<file path="src/hw/rtl/vdq_pkg.sv">
package vdq_pkg;

    localparam int VDQ_COORD_BITS   = 16;
    localparam int VDQ_FIELD_BITS   = VDQ_COORD_BITS;
    localparam int VDQ_EXT_BITS     = 32;
    localparam int VDQ_QUEUE_DEPTH  = 4;
    localparam int VDQ_FRAC_BITS    = 48;
    localparam int VDQ_HALF_BITS    = VDQ_FRAC_BITS / 2;
    localparam int VDQ_NUM_THRESH   = 32;
    localparam int VDQ_TIDX_BITS    = $clog2(VDQ_NUM_THRESH);
    localparam int VDQ_CNT_BITS     = $clog2(VDQ_NUM_THRESH + 1);
    localparam int VDQ_SEARCH_STEPS = VDQ_TIDX_BITS + 1;
    localparam int VDQ_FINE_BITS    = 8;
    localparam int VDQ_COARSE_BITS  = 3;
    localparam int VDQ_TURN_BITS    = VDQ_FINE_BITS + 1;
    localparam int VDQ_SERIES_TERMS = 14;
    localparam int VDQ_STEP_SHIFT   = 8;
    localparam int VDQ_Q_BITS       = 62;

    localparam logic [63:0] VDQ_PI_Q62  = 64'hC90FDAA22168C235;
    localparam logic [63:0] VDQ_ONE_Q62 = 64'h4000000000000000;

    localparam logic [VDQ_TURN_BITS-1:0] VDQ_OCTANT_STEPS = 9'd64;
    localparam logic [VDQ_TURN_BITS-1:0] VDQ_HALF_TURN    = 9'd128;
    localparam logic [VDQ_TURN_BITS-1:0] VDQ_FULL_TURN    = 9'd256;
    localparam logic [VDQ_FINE_BITS-1:0] VDQ_COARSE_BIAS  = 8'd16;

    typedef struct packed {
        logic [VDQ_FIELD_BITS-1:0] start_x;
        logic [VDQ_FIELD_BITS-1:0] start_y;
        logic [VDQ_FIELD_BITS-1:0] end_x;
        logic [VDQ_FIELD_BITS-1:0] end_y;
    } t_vdq_in;

    typedef struct packed {
        logic [VDQ_FINE_BITS-1:0]   facing_fine;
        logic [VDQ_COARSE_BITS-1:0] facing_coarse;
    } t_vdq_out;

    typedef struct packed {
        logic zero;
        logic swap;
        logic neg_x;
        logic neg_y;
    } t_vdq_flags;

    typedef logic [VDQ_NUM_THRESH-1:0][VDQ_FRAC_BITS-1:0] t_vdq_tan_rom;

    function automatic logic [63:0] vdq_qmul(input logic [63:0] a, input logic [63:0] b);
        logic [127:0] p;
        p = {64'd0, a} * {64'd0, b};
        return p[VDQ_Q_BITS+63:VDQ_Q_BITS];
    endfunction

    function automatic logic [63:0] vdq_udiv(input logic [127:0] n, input logic [63:0] d);
        logic [127:0] rem;
        logic [63:0]  q;
        rem = '0;
        q   = '0;
        for (int i = 127; i >= 0; i--) begin
            rem = {rem[126:0], n[i]};
            q   = {q[62:0], 1'b0};
            if (rem >= {64'd0, d}) begin
                rem  = rem - {64'd0, d};
                q[0] = 1'b1;
            end
        end
        return q;
    endfunction

    // tan((2k+1)*pi/256) by series for sine and cosine, then a long division
    function automatic t_vdq_tan_rom vdq_build_tan();
        t_vdq_tan_rom rom;
        logic [63:0]  step;
        logic [63:0]  x;
        logic [63:0]  x2;
        logic [63:0]  st;
        logic [63:0]  s;
        logic [63:0]  ct;
        logic [63:0]  c;
        logic [63:0]  q;
        logic [63:0]  t;
        logic [127:0] num;
        rom  = '0;
        step = VDQ_PI_Q62 >> VDQ_STEP_SHIFT;
        for (int k = 0; k < VDQ_NUM_THRESH; k++) begin
            x  = step * 64'(2 * k + 1);
            x2 = vdq_qmul(x, x);
            st = x;
            s  = x;
            ct = VDQ_ONE_Q62;
            c  = VDQ_ONE_Q62;
            for (int n = 1; n <= VDQ_SERIES_TERMS; n++) begin
                st = vdq_udiv({64'd0, vdq_qmul(st, x2)}, 64'((2 * n) * (2 * n + 1)));
                ct = vdq_udiv({64'd0, vdq_qmul(ct, x2)}, 64'((2 * n - 1) * (2 * n)));
                if (n[0]) begin
                    s = s - st;
                    c = c - ct;
                end else begin
                    s = s + st;
                    c = c + ct;
                end
            end
            num    = {64'd0, s} << (VDQ_FRAC_BITS + 1);
            q      = vdq_udiv(num, c);
            t      = (q + 64'd1) >> 1;
            rom[k] = t[VDQ_FRAC_BITS-1:0];
        end
        return rom;
    endfunction

    localparam t_vdq_tan_rom VDQ_TAN = vdq_build_tan();

endpackage

</file>
<file path="src/hw/rtl/vdq_fifo.sv">
module vdq_fifo #(
    parameter int WIDTH = 1,
    parameter int DEPTH = vdq_pkg::VDQ_QUEUE_DEPTH
) (
    input  logic             i_clk,
    input  logic             i_rst_n,
    input  logic             i_push,
    input  logic [WIDTH-1:0] i_data,
    input  logic             i_pop,
    output logic [WIDTH-1:0] o_data,
    output logic             o_full,
    output logic             o_empty
);

    localparam int AW = $clog2(DEPTH);
    localparam int CW = $clog2(DEPTH + 1);
    localparam logic [AW-1:0] LAST = AW'(DEPTH - 1);

    logic [WIDTH-1:0] r_mem [DEPTH];
    logic [AW-1:0]    r_wr;
    logic [AW-1:0]    r_rd;
    logic [CW-1:0]    r_count;

    always_ff @(posedge i_clk) begin
        if (!i_rst_n) begin
            r_wr    <= '0;
            r_rd    <= '0;
            r_count <= '0;
        end else begin
            if (i_push) begin
                r_wr <= (r_wr == LAST) ? '0 : r_wr + 1'b1;
            end
            if (i_pop) begin
                r_rd <= (r_rd == LAST) ? '0 : r_rd + 1'b1;
            end
            case ({i_push, i_pop})
                2'b10:   r_count <= r_count + 1'b1;
                2'b01:   r_count <= r_count - 1'b1;
                default: r_count <= r_count;
            endcase
        end
    end

    always_ff @(posedge i_clk) begin
        if (i_push) begin
            r_mem[r_wr] <= i_data;
        end
    end

    assign o_data  = r_mem[r_rd];
    assign o_full  = (r_count == CW'(DEPTH));
    assign o_empty = (r_count == '0);

    a_no_overflow: assert property (@(posedge i_clk) disable iff (!i_rst_n)
        i_push |-> !o_full) else $error("queue push while full");

    a_no_underflow: assert property (@(posedge i_clk) disable iff (!i_rst_n)
        i_pop |-> !o_empty) else $error("queue pop while empty");

    a_ptr_agree: assert property (@(posedge i_clk) disable iff (!i_rst_n)
        (o_empty || o_full) |-> (r_wr == r_rd)) else $error("queue pointers disagree with count");

endmodule

</file>
<file path="config.mk">
export PLATFORM = sky130hd
export DESIGN_NAME = vdq_fifo
export DESIGN_NICKNAME = d
export VERILOG_FILES = /design/src/hw/rtl/vdq_pkg.sv /design/src/hw/rtl/vdq_fifo.sv
export SDC_FILE = /design/constraint.sdc
export NUM_CORES = 1
export LEC_CHECK = 0
export BUFFER_PORTS_ARGS = -buffer_cell sky130_fd_sc_hd__buf_2
export CAP_MARGIN = 20
export CORE_AREA = 4 4 41 43
export DETAILED_ROUTE_END_ITERATION = 10
export DIE_AREA = 0 0 45 47
export PLACE_DENSITY = 0.65
export RECOVER_POWER = 25
export SETUP_SLACK_MARGIN = 0.3
export SLEW_MARGIN = 20
export SYNTH_ARGS = -nofsm -noshare
export SYNTH_HDL_FRONTEND = slang
export SYNTH_SLANG_ARGS = --single-unit
export TNS_END_PERCENT = 20
</file>
<file path="constraint.sdc">
create_clock -name i_clk -period 2.05 [get_ports i_clk]
set_clock_uncertainty 0.15 [all_clocks]
set_input_delay 0.41 -clock i_clk [delete_from_list [all_inputs] [get_ports i_clk]]
set_output_delay 0.41 -clock i_clk [all_outputs]
set_load 0.03 [all_outputs]
</file>
==> summary.txt <==
Routing
  – Uppermost layer routed: met4
  – Met3 routed WL: 45 microns
  – DR DRC count: 0
  – M1 wire length: 370 microns
  – Via density: 4.785
  – Initial DRC Count: 4
  – Final ANT Viol Nets: 0
  – Routed WL per cell: 12.05 microns
  – Routed length on met2: 507 microns
  – First-pass iteration count of the detailed router: 2
  – DR vias: 378
  – Detailed Route WL: 952 microns

Die
  – Core outline area: 0.001301 sq mm
  – Placement Rows: 13
  – Die Span Y: 47 microns
  – Num ports: 8
  – Area of the die: 0.002115 sq mm
  – Initial Util: 46.44%
  – Die X: 45 microns

Critical path
  – CP required: 1490 ps
  – Critical path class: reg2out
  – Critical Path Sink Type: output port
  – CP Launch Type: register
  – Crit path max fanout: 1
  – Worst EP arrival: 1260 ps

Placed design
  – Port buffer count: 7
  – Placed wire-length estimate: 724.6 microns
  – GPL Wtd Cong: 0.7091

Clocking
  – Worst skew pair latency: 270 ps
  – H-Tree Depth: 1
  – Clock tree buffer depth: 2
  – Root buf cell: clkbuf_4
  – Cts bufs inserted: 3
  – CTS tree: done
  – Clock sinks: 13
  – CTS clock-pin slew for the worst setup and hold paths: 80 ps

STA
  – Final hold violations: 0
  – RSZ-0062 raised after global routing: yes
  – Final worst path period share: 88.79%
  – Fin crit period: 1820 ps
  – Setup TNS: 0 ps
  – WHS: 244.9 ps
  – Setup violations, final: 0
  – Worst Tran Pin Value: 363.5 ps
  – Peak Freq: 0.5494 GHz
  – Max Slew Vio Count: 0
  – Slew HR: 75.77%

Pwr
  – Sequential share of power: 52.0%
  – Comb power frac: 21.3%
  – PD cells: 797.3 mW/mm^2
  – Max rail drop VDD: 363.4 uV
  – Clock power share: 26.7%
  – Leak: 0.2945 nW
  – Psw: 159.9 uW
  – Switching Fraction: 27.73%
  – P_int: 416.7 uW

Yosys
  – Synth Cell Area: 604.3 sq um
  – Synthesized area per cell: 11.62 sq um
  – Syn Nets: 64
  – Ys Warns: 0
  – Netlist cell types: 20
  – Yosys reg bits: 13
  – Register area share after synthesis: 49.69%
  – Syn Inst Count: 52

Final layout
  – Layout cells sized above 1: 21.88%
  – Core Util, Final: 55.58%
  – Syn-to-layout area delta: 19.67%
  – Ant diodes: 0
  – # nets final: 77
  – # fillers: 136

GRT
  – Pin count of the biggest net entering global routing: 8
  – Total gr overflow: 0
  – GR Util All Layers: 11.77%
  – Initial antenna violation count: 0
  – First-pass GRT wire length: 1649 microns
  – Vias in the first global route: 381

Flow run
  – Max-Cap Viols: 0

Worst hold path
  – Hold WC Path Type: in2reg

Outcome
  – Status: finished, final reports clean
[repair_timing]
item,4_1_cts,5_1_grt
hold buffers,0,0
gates resized for setup,2,0
buffers inserted,0,0
setup endpoints to repair,1,2
[synth_stat cells]
cell type / count / share of area, %
nor3b_1: 1 / 1.2
nor2_1: 1 / 0.62
mux4_2: 1 / 3.7
mux2i_1: 2 / 3.3
xor2_1: 1 / 1.4
o21ai_0: 2 / 1.7
fa_1: 1 / 3.3
nor3_1: 2 / 1.7
nor2b_1: 3 / 3.1
ha_1: 6 / 12
inv_1: 6 / 3.7
o21a_1: 2 / 2.5
xnor2_1: 1 / 1.4
a21boi_1: 1 / 1.2
nand2_1: 1 / 0.62
and3_1: 1 / 1.0
dfxtp_1: 9 / 30
and2_1: 6 / 6.2
edfxtp_1: 4 / 20
or3_1: 1 / 1.0
[kinds of logic (layout without fill, tap and decap cells)]
group,after synthesis,count (layout),synth area share (%)
and+or+nand+nor,16,16,15.53
xor gates and xnor gates,2,2,2.899
AOI/OAI and AO/OA,5,5,5.383
muxes,3,3,7.039
adders and majority gates,7,7,15.73
DFF,13,13,49.69
buffers and inverters,6,18,3.726
[per-layer routing]
| metal | track usage [%] | vias to the layer above |
|---|---|---|
| met5 | 0 | - |
| met4 | 8.772 | 0 |
| met3 | 3.448 | 4 |
| met2 | 20.90 | 8 |
| met1 | 11.58 | 168 |
| li1 | - | 198 |
[through the flow]
stage	std cells	instance area, sq um	setup WS (ps)	total power, mW
final	79	723.2	229.9	0.5766
after CTS	79	725.7	214.9	0.5872
after global placement	75	693.2	87.65	0.4189
after global routing	79	723.2	170.5	0.6153
after floorplan	52	631.9	299.3	0.3871
after detailed placement	75	693.2	61.47	0.4264
[final timing paths]
path	startpoint	end	slack [ps]	cells past startpoint
setup / recovery	register	o_data	230	2
hold / removal	i_data	r_mem[2]	240	1
hold reg to reg	r_count[2]	r_count[2]	350	2
setup reg to reg	r_count[0]	r_count[2]	340	5
[power groups by stage]
| stage | logic, mW | clock network, mW | registers, mW |
|---|---|---|---|
| global route | 0.137 | 0.176 | 0.303 |
| finish | 0.123 | 0.154 | 0.300 |
| global placement | 0.114 | 0 | 0.305 |
| detailed placement | 0.121 | 0 | 0.306 |
| floorplan | 0.0850 | 0 | 0.302 |
| CTS | 0.126 | 0.161 | 0.300 |
[critical path, stage by stage (launching register included)]
cell	delay (ps)
dfxtp_1	330
mux4_2	500
buf_6	150
[cells in the final DEF, fill, tap and decap left out, types with 2 or more instances in the layout]
cell type | Yosys | layout
clkbuf_1 | 0 | 3
o21a_1 | 2 | 2
edfxtp_1 | 4 | 4
ha_1 | 6 | 5
dfxtp_1 | 9 | 9
nor3_1 | 2 | 2
nor2b_1 | 3 | 3
buf_2 | 0 | 4
inv_1 | 6 | 4
o21ai_0 | 2 | 2
clkbuf_4 | 0 | 3
and2_1 | 6 | 6
mux2i_1 | 2 | 2
[layout make-up]
class / instances / area [sq um] / share of cell area [%]
Clock buffer: 4 / 26.28 / 3.633
Inverter: 6 / 35.03 / 4.844
Timing Repair Buffer: 8 / 46.29 / 6.401
Sequential cell: 13 / 300.3 / 41.52
Multi-Input combinational cell: 33 / 296.5 / 41.00
Tap cell: 15 / 18.77 / 2.595
No activity file was read; power rests on OpenSTA's default activity.
