[src/hw/rtl/vdq_pkg.sv]
package vdq_pkg;

    localparam int VDQ_COORD_BITS   = 16;
    localparam int VDQ_FIELD_BITS   = VDQ_COORD_BITS;
    localparam int VDQ_EXT_BITS     = 32;
    localparam int VDQ_QUEUE_DEPTH  = 4;
    localparam int VDQ_FRAC_BITS    = 48;
    localparam int VDQ_HALF_BITS    = VDQ_FRAC_BITS / 2;
    localparam int VDQ_NUM_THRESH   = 32;
    localparam int VDQ_TIDX_BITS    = $clog2(VDQ_NUM_THRESH);
    localparam int VDQ_CNT_BITS     = $clog2(VDQ_NUM_THRESH + 1);
    localparam int VDQ_SEARCH_STEPS = VDQ_TIDX_BITS + 1;
    localparam int VDQ_FINE_BITS    = 8;
    localparam int VDQ_COARSE_BITS  = 3;
    localparam int VDQ_TURN_BITS    = VDQ_FINE_BITS + 1;
    localparam int VDQ_SERIES_TERMS = 14;
    localparam int VDQ_STEP_SHIFT   = 8;
    localparam int VDQ_Q_BITS       = 62;

    localparam logic [63:0] VDQ_PI_Q62  = 64'hC90FDAA22168C235;
    localparam logic [63:0] VDQ_ONE_Q62 = 64'h4000000000000000;

    localparam logic [VDQ_TURN_BITS-1:0] VDQ_OCTANT_STEPS = 9'd64;
    localparam logic [VDQ_TURN_BITS-1:0] VDQ_HALF_TURN    = 9'd128;
    localparam logic [VDQ_TURN_BITS-1:0] VDQ_FULL_TURN    = 9'd256;
    localparam logic [VDQ_FINE_BITS-1:0] VDQ_COARSE_BIAS  = 8'd16;

    typedef struct packed {
        logic [VDQ_FIELD_BITS-1:0] start_x;
        logic [VDQ_FIELD_BITS-1:0] start_y;
        logic [VDQ_FIELD_BITS-1:0] end_x;
        logic [VDQ_FIELD_BITS-1:0] end_y;
    } t_vdq_in;

    typedef struct packed {
        logic [VDQ_FINE_BITS-1:0]   facing_fine;
        logic [VDQ_COARSE_BITS-1:0] facing_coarse;
    } t_vdq_out;

    typedef struct packed {
        logic zero;
        logic swap;
        logic neg_x;
        logic neg_y;
    } t_vdq_flags;

    typedef logic [VDQ_NUM_THRESH-1:0][VDQ_FRAC_BITS-1:0] t_vdq_tan_rom;

    function automatic logic [63:0] vdq_qmul(input logic [63:0] a, input logic [63:0] b);
        logic [127:0] p;
        p = {64'd0, a} * {64'd0, b};
        return p[VDQ_Q_BITS+63:VDQ_Q_BITS];
    endfunction

    function automatic logic [63:0] vdq_udiv(input logic [127:0] n, input logic [63:0] d);
        logic [127:0] rem;
        logic [63:0]  q;
        rem = '0;
        q   = '0;
        for (int i = 127; i >= 0; i--) begin
            rem = {rem[126:0], n[i]};
            q   = {q[62:0], 1'b0};
            if (rem >= {64'd0, d}) begin
                rem  = rem - {64'd0, d};
                q[0] = 1'b1;
            end
        end
        return q;
    endfunction

    // tan((2k+1)*pi/256) by series for sine and cosine, then a long division
    function automatic t_vdq_tan_rom vdq_build_tan();
        t_vdq_tan_rom rom;
        logic [63:0]  step;
        logic [63:0]  x;
        logic [63:0]  x2;
        logic [63:0]  st;
        logic [63:0]  s;
        logic [63:0]  ct;
        logic [63:0]  c;
        logic [63:0]  q;
        logic [63:0]  t;
        logic [127:0] num;
        rom  = '0;
        step = VDQ_PI_Q62 >> VDQ_STEP_SHIFT;
        for (int k = 0; k < VDQ_NUM_THRESH; k++) begin
            x  = step * 64'(2 * k + 1);
            x2 = vdq_qmul(x, x);
            st = x;
            s  = x;
            ct = VDQ_ONE_Q62;
            c  = VDQ_ONE_Q62;
            for (int n = 1; n <= VDQ_SERIES_TERMS; n++) begin
                st = vdq_udiv({64'd0, vdq_qmul(st, x2)}, 64'((2 * n) * (2 * n + 1)));
                ct = vdq_udiv({64'd0, vdq_qmul(ct, x2)}, 64'((2 * n - 1) * (2 * n)));
                if (n[0]) begin
                    s = s - st;
                    c = c - ct;
                end else begin
                    s = s + st;
                    c = c + ct;
                end
            end
            num    = {64'd0, s} << (VDQ_FRAC_BITS + 1);
            q      = vdq_udiv(num, c);
            t      = (q + 64'd1) >> 1;
            rom[k] = t[VDQ_FRAC_BITS-1:0];
        end
        return rom;
    endfunction

    localparam t_vdq_tan_rom VDQ_TAN = vdq_build_tan();

endpackage

[src/hw/rtl/vdq_front.sv]
module vdq_front (
    input  logic                              i_clk,
    input  logic                              i_rst_n,
    input  logic                              i_in_valid,
    input  vdq_pkg::t_vdq_in                  i_in_data,
    output logic                              o_in_stall,
    output logic                              o_push,
    output logic [vdq_pkg::VDQ_COORD_BITS:0]  o_lo,
    output logic [vdq_pkg::VDQ_COORD_BITS:0]  o_hi,
    output vdq_pkg::t_vdq_flags               o_flags,
    input  logic                              i_full
);

    import vdq_pkg::*;

    localparam int DW = VDQ_COORD_BITS + 1;

    function automatic logic [DW-1:0] coord(input logic [VDQ_FIELD_BITS-1:0] f);
        logic [VDQ_EXT_BITS-1:0] w;
        w = VDQ_EXT_BITS'(signed'(f));
        return {w[VDQ_COORD_BITS-1], w[VDQ_COORD_BITS-1:0]};
    endfunction

    logic          adv;
    logic          r_s1_valid;
    logic [DW-1:0] r_dx;
    logic [DW-1:0] r_dy;
    logic          r_s2_valid;
    logic [DW-1:0] r_lo;
    logic [DW-1:0] r_hi;
    t_vdq_flags    r_flags;
    logic [DW-1:0] ax;
    logic [DW-1:0] ay;
    logic          swap;

    assign adv        = !r_s2_valid || !i_full;
    assign o_in_stall = !adv;
    assign o_push     = r_s2_valid && !i_full;

    assign ax   = r_dx[DW-1] ? (~r_dx + 1'b1) : r_dx;
    assign ay   = r_dy[DW-1] ? (~r_dy + 1'b1) : r_dy;
    assign swap = (ay > ax);

    always_ff @(posedge i_clk) begin
        if (!i_rst_n) begin
            r_s1_valid <= 1'b0;
            r_s2_valid <= 1'b0;
        end else if (adv) begin
            r_s1_valid <= i_in_valid;
            r_s2_valid <= r_s1_valid;
        end
    end

    always_ff @(posedge i_clk) begin
        if (adv) begin
            r_dx          <= coord(i_in_data.end_x) - coord(i_in_data.start_x);
            r_dy          <= coord(i_in_data.end_y) - coord(i_in_data.start_y);
            r_lo          <= swap ? ax : ay;
            r_hi          <= swap ? ay : ax;
            r_flags.zero  <= (r_dx == '0) && (r_dy == '0);
            r_flags.swap  <= swap;
            r_flags.neg_x <= r_dx[DW-1];
            r_flags.neg_y <= r_dy[DW-1];
        end
    end

    assign o_lo    = r_lo;
    assign o_hi    = r_hi;
    assign o_flags = r_flags;

endmodule

[config.mk]
export PLATFORM = sky130hd
export DESIGN_NAME = vdq_front
export DESIGN_NICKNAME = d
export VERILOG_FILES = /design/src/hw/rtl/vdq_pkg.sv /design/src/hw/rtl/vdq_front.sv
export SDC_FILE = /design/constraint.sdc
export NUM_CORES = 1
export LEC_CHECK = 0
export BUFFER_PORTS_ARGS = -buffer_cell sky130_fd_sc_hd__buf_2
export CAP_MARGIN = 20
export CORE_MARGIN = 4
export CORE_UTILIZATION = 39
export CTS_BUF_LIST = sky130_fd_sc_hd__clkbuf_4
export DETAILED_ROUTE_END_ITERATION = 12
export PLACE_DENSITY = 0.66
export SYNTH_ARGS = -nofsm -noshare
export SYNTH_HDL_FRONTEND = slang
export SYNTH_SLANG_ARGS = --single-unit
[constraint.sdc]
create_clock -name i_clk -period 4 [get_ports i_clk]
set_clock_uncertainty 0.1 [all_clocks]
set_input_delay 1.2 -clock i_clk [delete_from_list [all_inputs] [get_ports i_clk]]
set_output_delay 1.2 -clock i_clk [all_outputs]
set_load 0.005 [all_outputs]
==> results by group <==
Global routing
  – Gr ovfl total: 0
  – Largest net degree at the start of global routing: 74
  – Total track usage: 14.69%
  – Initial antenna violation count: 0
  – Vias in the first global route: 4,129
  – Global-route wire length before repair: around 19 mm

Synthesis
  – Number of library cell types mapped by synthesis: 55
  – Synth Warn #: 0
  – Synth Area per Inst: 10.32 µm²
  – Leading post-synthesis cells by cell area: edfxtp_1, ha_1, mux2i_1
  – Sequential element share of the synthesized area: slightly above 40%
  – #FFs+latches synth: 74
  – Share of the synthesized area in the top cell type: 39.61%
  – Ys flop type: edfxtp_1
  – Syn nets: 650
  – Post-synth top area cell: edfxtp_1
  – Mapped Area: ~5500 µm²
  – Ys async rst share: 0%
  – EDFF count, synth: 72
  – Synthesized netlist cell count: 529

STA
  – Worst-margin pin slew: 0.8833 ns
  – Max-slew headroom: 41.11%
  – Setup TNS: 0 ns
  – Tmin final: 3.936 ns
  – Post-route clock period utilization: 98.40%
  – Hold slack: 0.3855 ns
  – RSZ-0062 raised after global routing: yes
  – Fmax: 254.1 MHz
  – Count of final hold-check violations: 0
  – Setup violators final: 0
  – Final Max Tran Viols: 0

Routing
  – Vias after detailed routing: 4,319
  – Drt total wl: 11.95 mm
  – Final ANT Viol Nets: 0
  – Drt drc: 0
  – Wire length per cell: 13.99 µm
  – Pre-antenna DRT Iters: 4
  – 1st-iter DRT viols: ~230
  – Via-to-Cell Ratio: 5.057

Hold path
  – Hold_sp: r_s1_valid
  – Worst Hold Class: reg2reg

Run status
  – Status: complete, no violations

Clock tree
  – Worst-skew pair later-pin latency: 0.42 ns
  – Clk buf depth: 2
  – Num CTS Buffers: 9
  – CTS tree: done
  – Root Driver: clkbuf_4
  – Clock Pin Slew Worst Setup and Hold Paths: 0.11 ns
  – CTS H-tree lvls: 3
  – Clock sink total: 74
  – # hold bufs at CTS: 0

Worst setup path
  – Flop-to-flop setup slack: 0.06 ns
  – Critical path type: reg2reg
  – Crit end category: flip-flop
  – Worst EP arrival: around 4 ns
  – RR Startpoint: r_dx[3]
  – CP Max Fanout: 5
  – Reg2reg end: o_hi[6]
  – Crit-path leading delay family: compound AO/OA/AOI/OAI gates
  – Setup crit end: o_hi[6]
  – CP Buf/Inv Count: 2
  – Startpoint Class: flip-flop
  – CP Data Required Time: 4.18 ns
  – Critical path, cell by cell: or4_1 -> nor3_2 -> nand3_2 -> o41ai_4 -> xor2_1 -> ha_1 -> o21ai_0 -> nor2_1 -> o31ai_1 -> o211ai_1 -> buf_4 -> o21ai_4 -> clkbuf_16 -> mux2i_1
  – Critical-path top delay cell: or4_1
  – Worst Reg-to-Reg Cells: 14
  – Setup crit start: r_dx[3]
  – CP peak stage delay: 0.59 ns
  – Worst path depth: 14

Power
  – Combinational Power Share: about 51%
  – Static Leak: roughly 3.2 nW
  – Internal power: 2.334 mW
  – Worst vdd ir: 212.3 µV
  – Final Total Pwr: 3.600 mW
  – Net load switching power: 1.266 mW
  – Clk pwr share: 11.9%
  – Sw Ratio: 35.17%
  – Share of power burned in registers: between 30% and 40%
  – Power Density: 537.2 nW/µm²

Die
  – Initial Util: 40.57%
  – Die H: approximately 130 µm
  – Core ar.: about 13,000 µm²
  – Row Count: between 40 and 50
  – Die area: 15,950 µm²
  – Top Ports: between 100 and 150
  – Die X: ~130 µm

Run
  – Max Cap Viol: 0

Placement
  – IO buf count: 107
  – Placer Congestion: 0.9356
  – DP Wirelength: 9.396 mm

Final layout
  – Fillers: 1,313
  – Antenna cells: 0
  – Nets: about 800
  – Utilization after layout: approximately half
  – Layout cells sized above 1: around 28%
  – Layout area overhead: 22.79%
## cell usage after synthesis (4+ instances only)
library cell,count
edfxtp_1,72
inv_1,72
ha_1,51
mux2i_1,36
nand2_1,29
xor2_1,28
a21oi_1,26
nor2_1,21
o21ai_0,18
xnor2_1,18
nand3_1,11
o31ai_1,11
a21o_1,9
nor2b_1,8
nor3_1,8
a31oi_1,6
clkbuf_1,6
nand4_1,6
o21a_1,6
and3_1,5
o41ai_1,5
or2_2,5
or3_1,5
a211oi_1,4
and2_1,4
o211ai_1,4
o21bai_1,4
o31a_1,4
## sequential cells by signal (all words and copies together), names as in the netlist
signal	count
o_flags	4
o_hi	17
o_lo	17
r_dx	17
r_dy	17
r_s1_valid	1
r_s2_valid	1
## power by group through the flow
stage                     combinational [mW]  clock [mW]  sequential (mW)
after global placement                  1.48           0             1.35
after detailed placement                1.53           0             1.35
after floorplan                        0.984           0             1.36
after CTS                               1.54       0.447             1.33
final                                   1.84       0.430             1.33
after global routing                    2.03       0.479             1.37
## layout make-up
class	count	area (µm²)	share of cell area, %
Clock inverter	7	60.06	0.8962
Tap cell	176	220.2	3.286
Clock buffer	9	67.56	1.008
Sequential cell	74	2202	32.86
Timing Repair Buffer	142	853.3	12.73
Multi-Input combinational cell	374	3028	45.18
Inverter	72	270.3	4.033
## cell usage in the layout, fill, tap and decap left out, drive strengths merged, types with 11 or more instances in the layout
cell type and count:
xor2 31, clkbuf 11, o21ai 22, inv 72
nand2 29, nand3 11, mux2i 36, xnor2 18
ha 51, o31ai 12, a21oi 26, edfxtp 72
nor2 21, buf 140
## through the flow
step | cell area, µm² | std cells | setup WS, ns
2_1_floorplan | 5460 | 529 | 0.01078
3_3_place_gp | 6275 | 814 | 0.1088
6_report | 6701 | 854 | 0.06398
5_1_grt | 6701 | 854 | -0.1273
3_5_place_dp | 6275 | 814 | 0.003924
4_1_cts | 6402 | 830 | 0.009127
## worst reg2reg max path: cells and delay by family (launching register included)
kind,cells,cell delay (ns)
compound gates,5,1.02
xor+xnor,1,0.29
fa+ha+maj,1,0.30
buf+inv,2,0.41
flops,1,0.45
mux,1,0.20
simple gates,4,1.01
## cells by family after synthesis
| group | Yosys count | synth area share, % |
|---|---|---|
| buffers and inverters | 82 | 5.961 |
| AOI/OAI and AO/OA | 116 | 14.65 |
| adders and majority gates | 53 | 12.43 |
| muxes | 37 | 6.809 |
| DFF | 74 | 40.35 |
| and+or+nand+nor | 118 | 11.53 |
| xor gates and xnor gates | 49 | 8.276 |
## repair_timing
item | in CTS | in global routing
setup buffers | 0 | 19
resized for setup | 0 | 14
endpoints found under the hold margin | 0 | 0
endpoints found under the setup margin | 0 | 33
## layer usage
layer  routed length [µm]  GRT usage (%)  up-vias
met4                  226          5.489        0
li1                     -              -     2220
met1                 5524          19.73     1979
met5                    0              0        -
met3                  539          2.438       16
met2                 5657          23.94      104
## how the worst min path moves through the flow
stage | to | slack [ns] | cells after the start
after CTS | r_s1_valid | 0.38 | 2
after detailed placement | r_s1_valid | 0.37 | 2
final | r_s1_valid | 0.39 | 2
after floorplan | r_s2_valid | 0.34 | 1
after global placement | r_s1_valid | 0.35 | 2
after global routing | r_s2_valid | 0.42 | 1
Note: power is estimated with default switching activity, not from simulation.
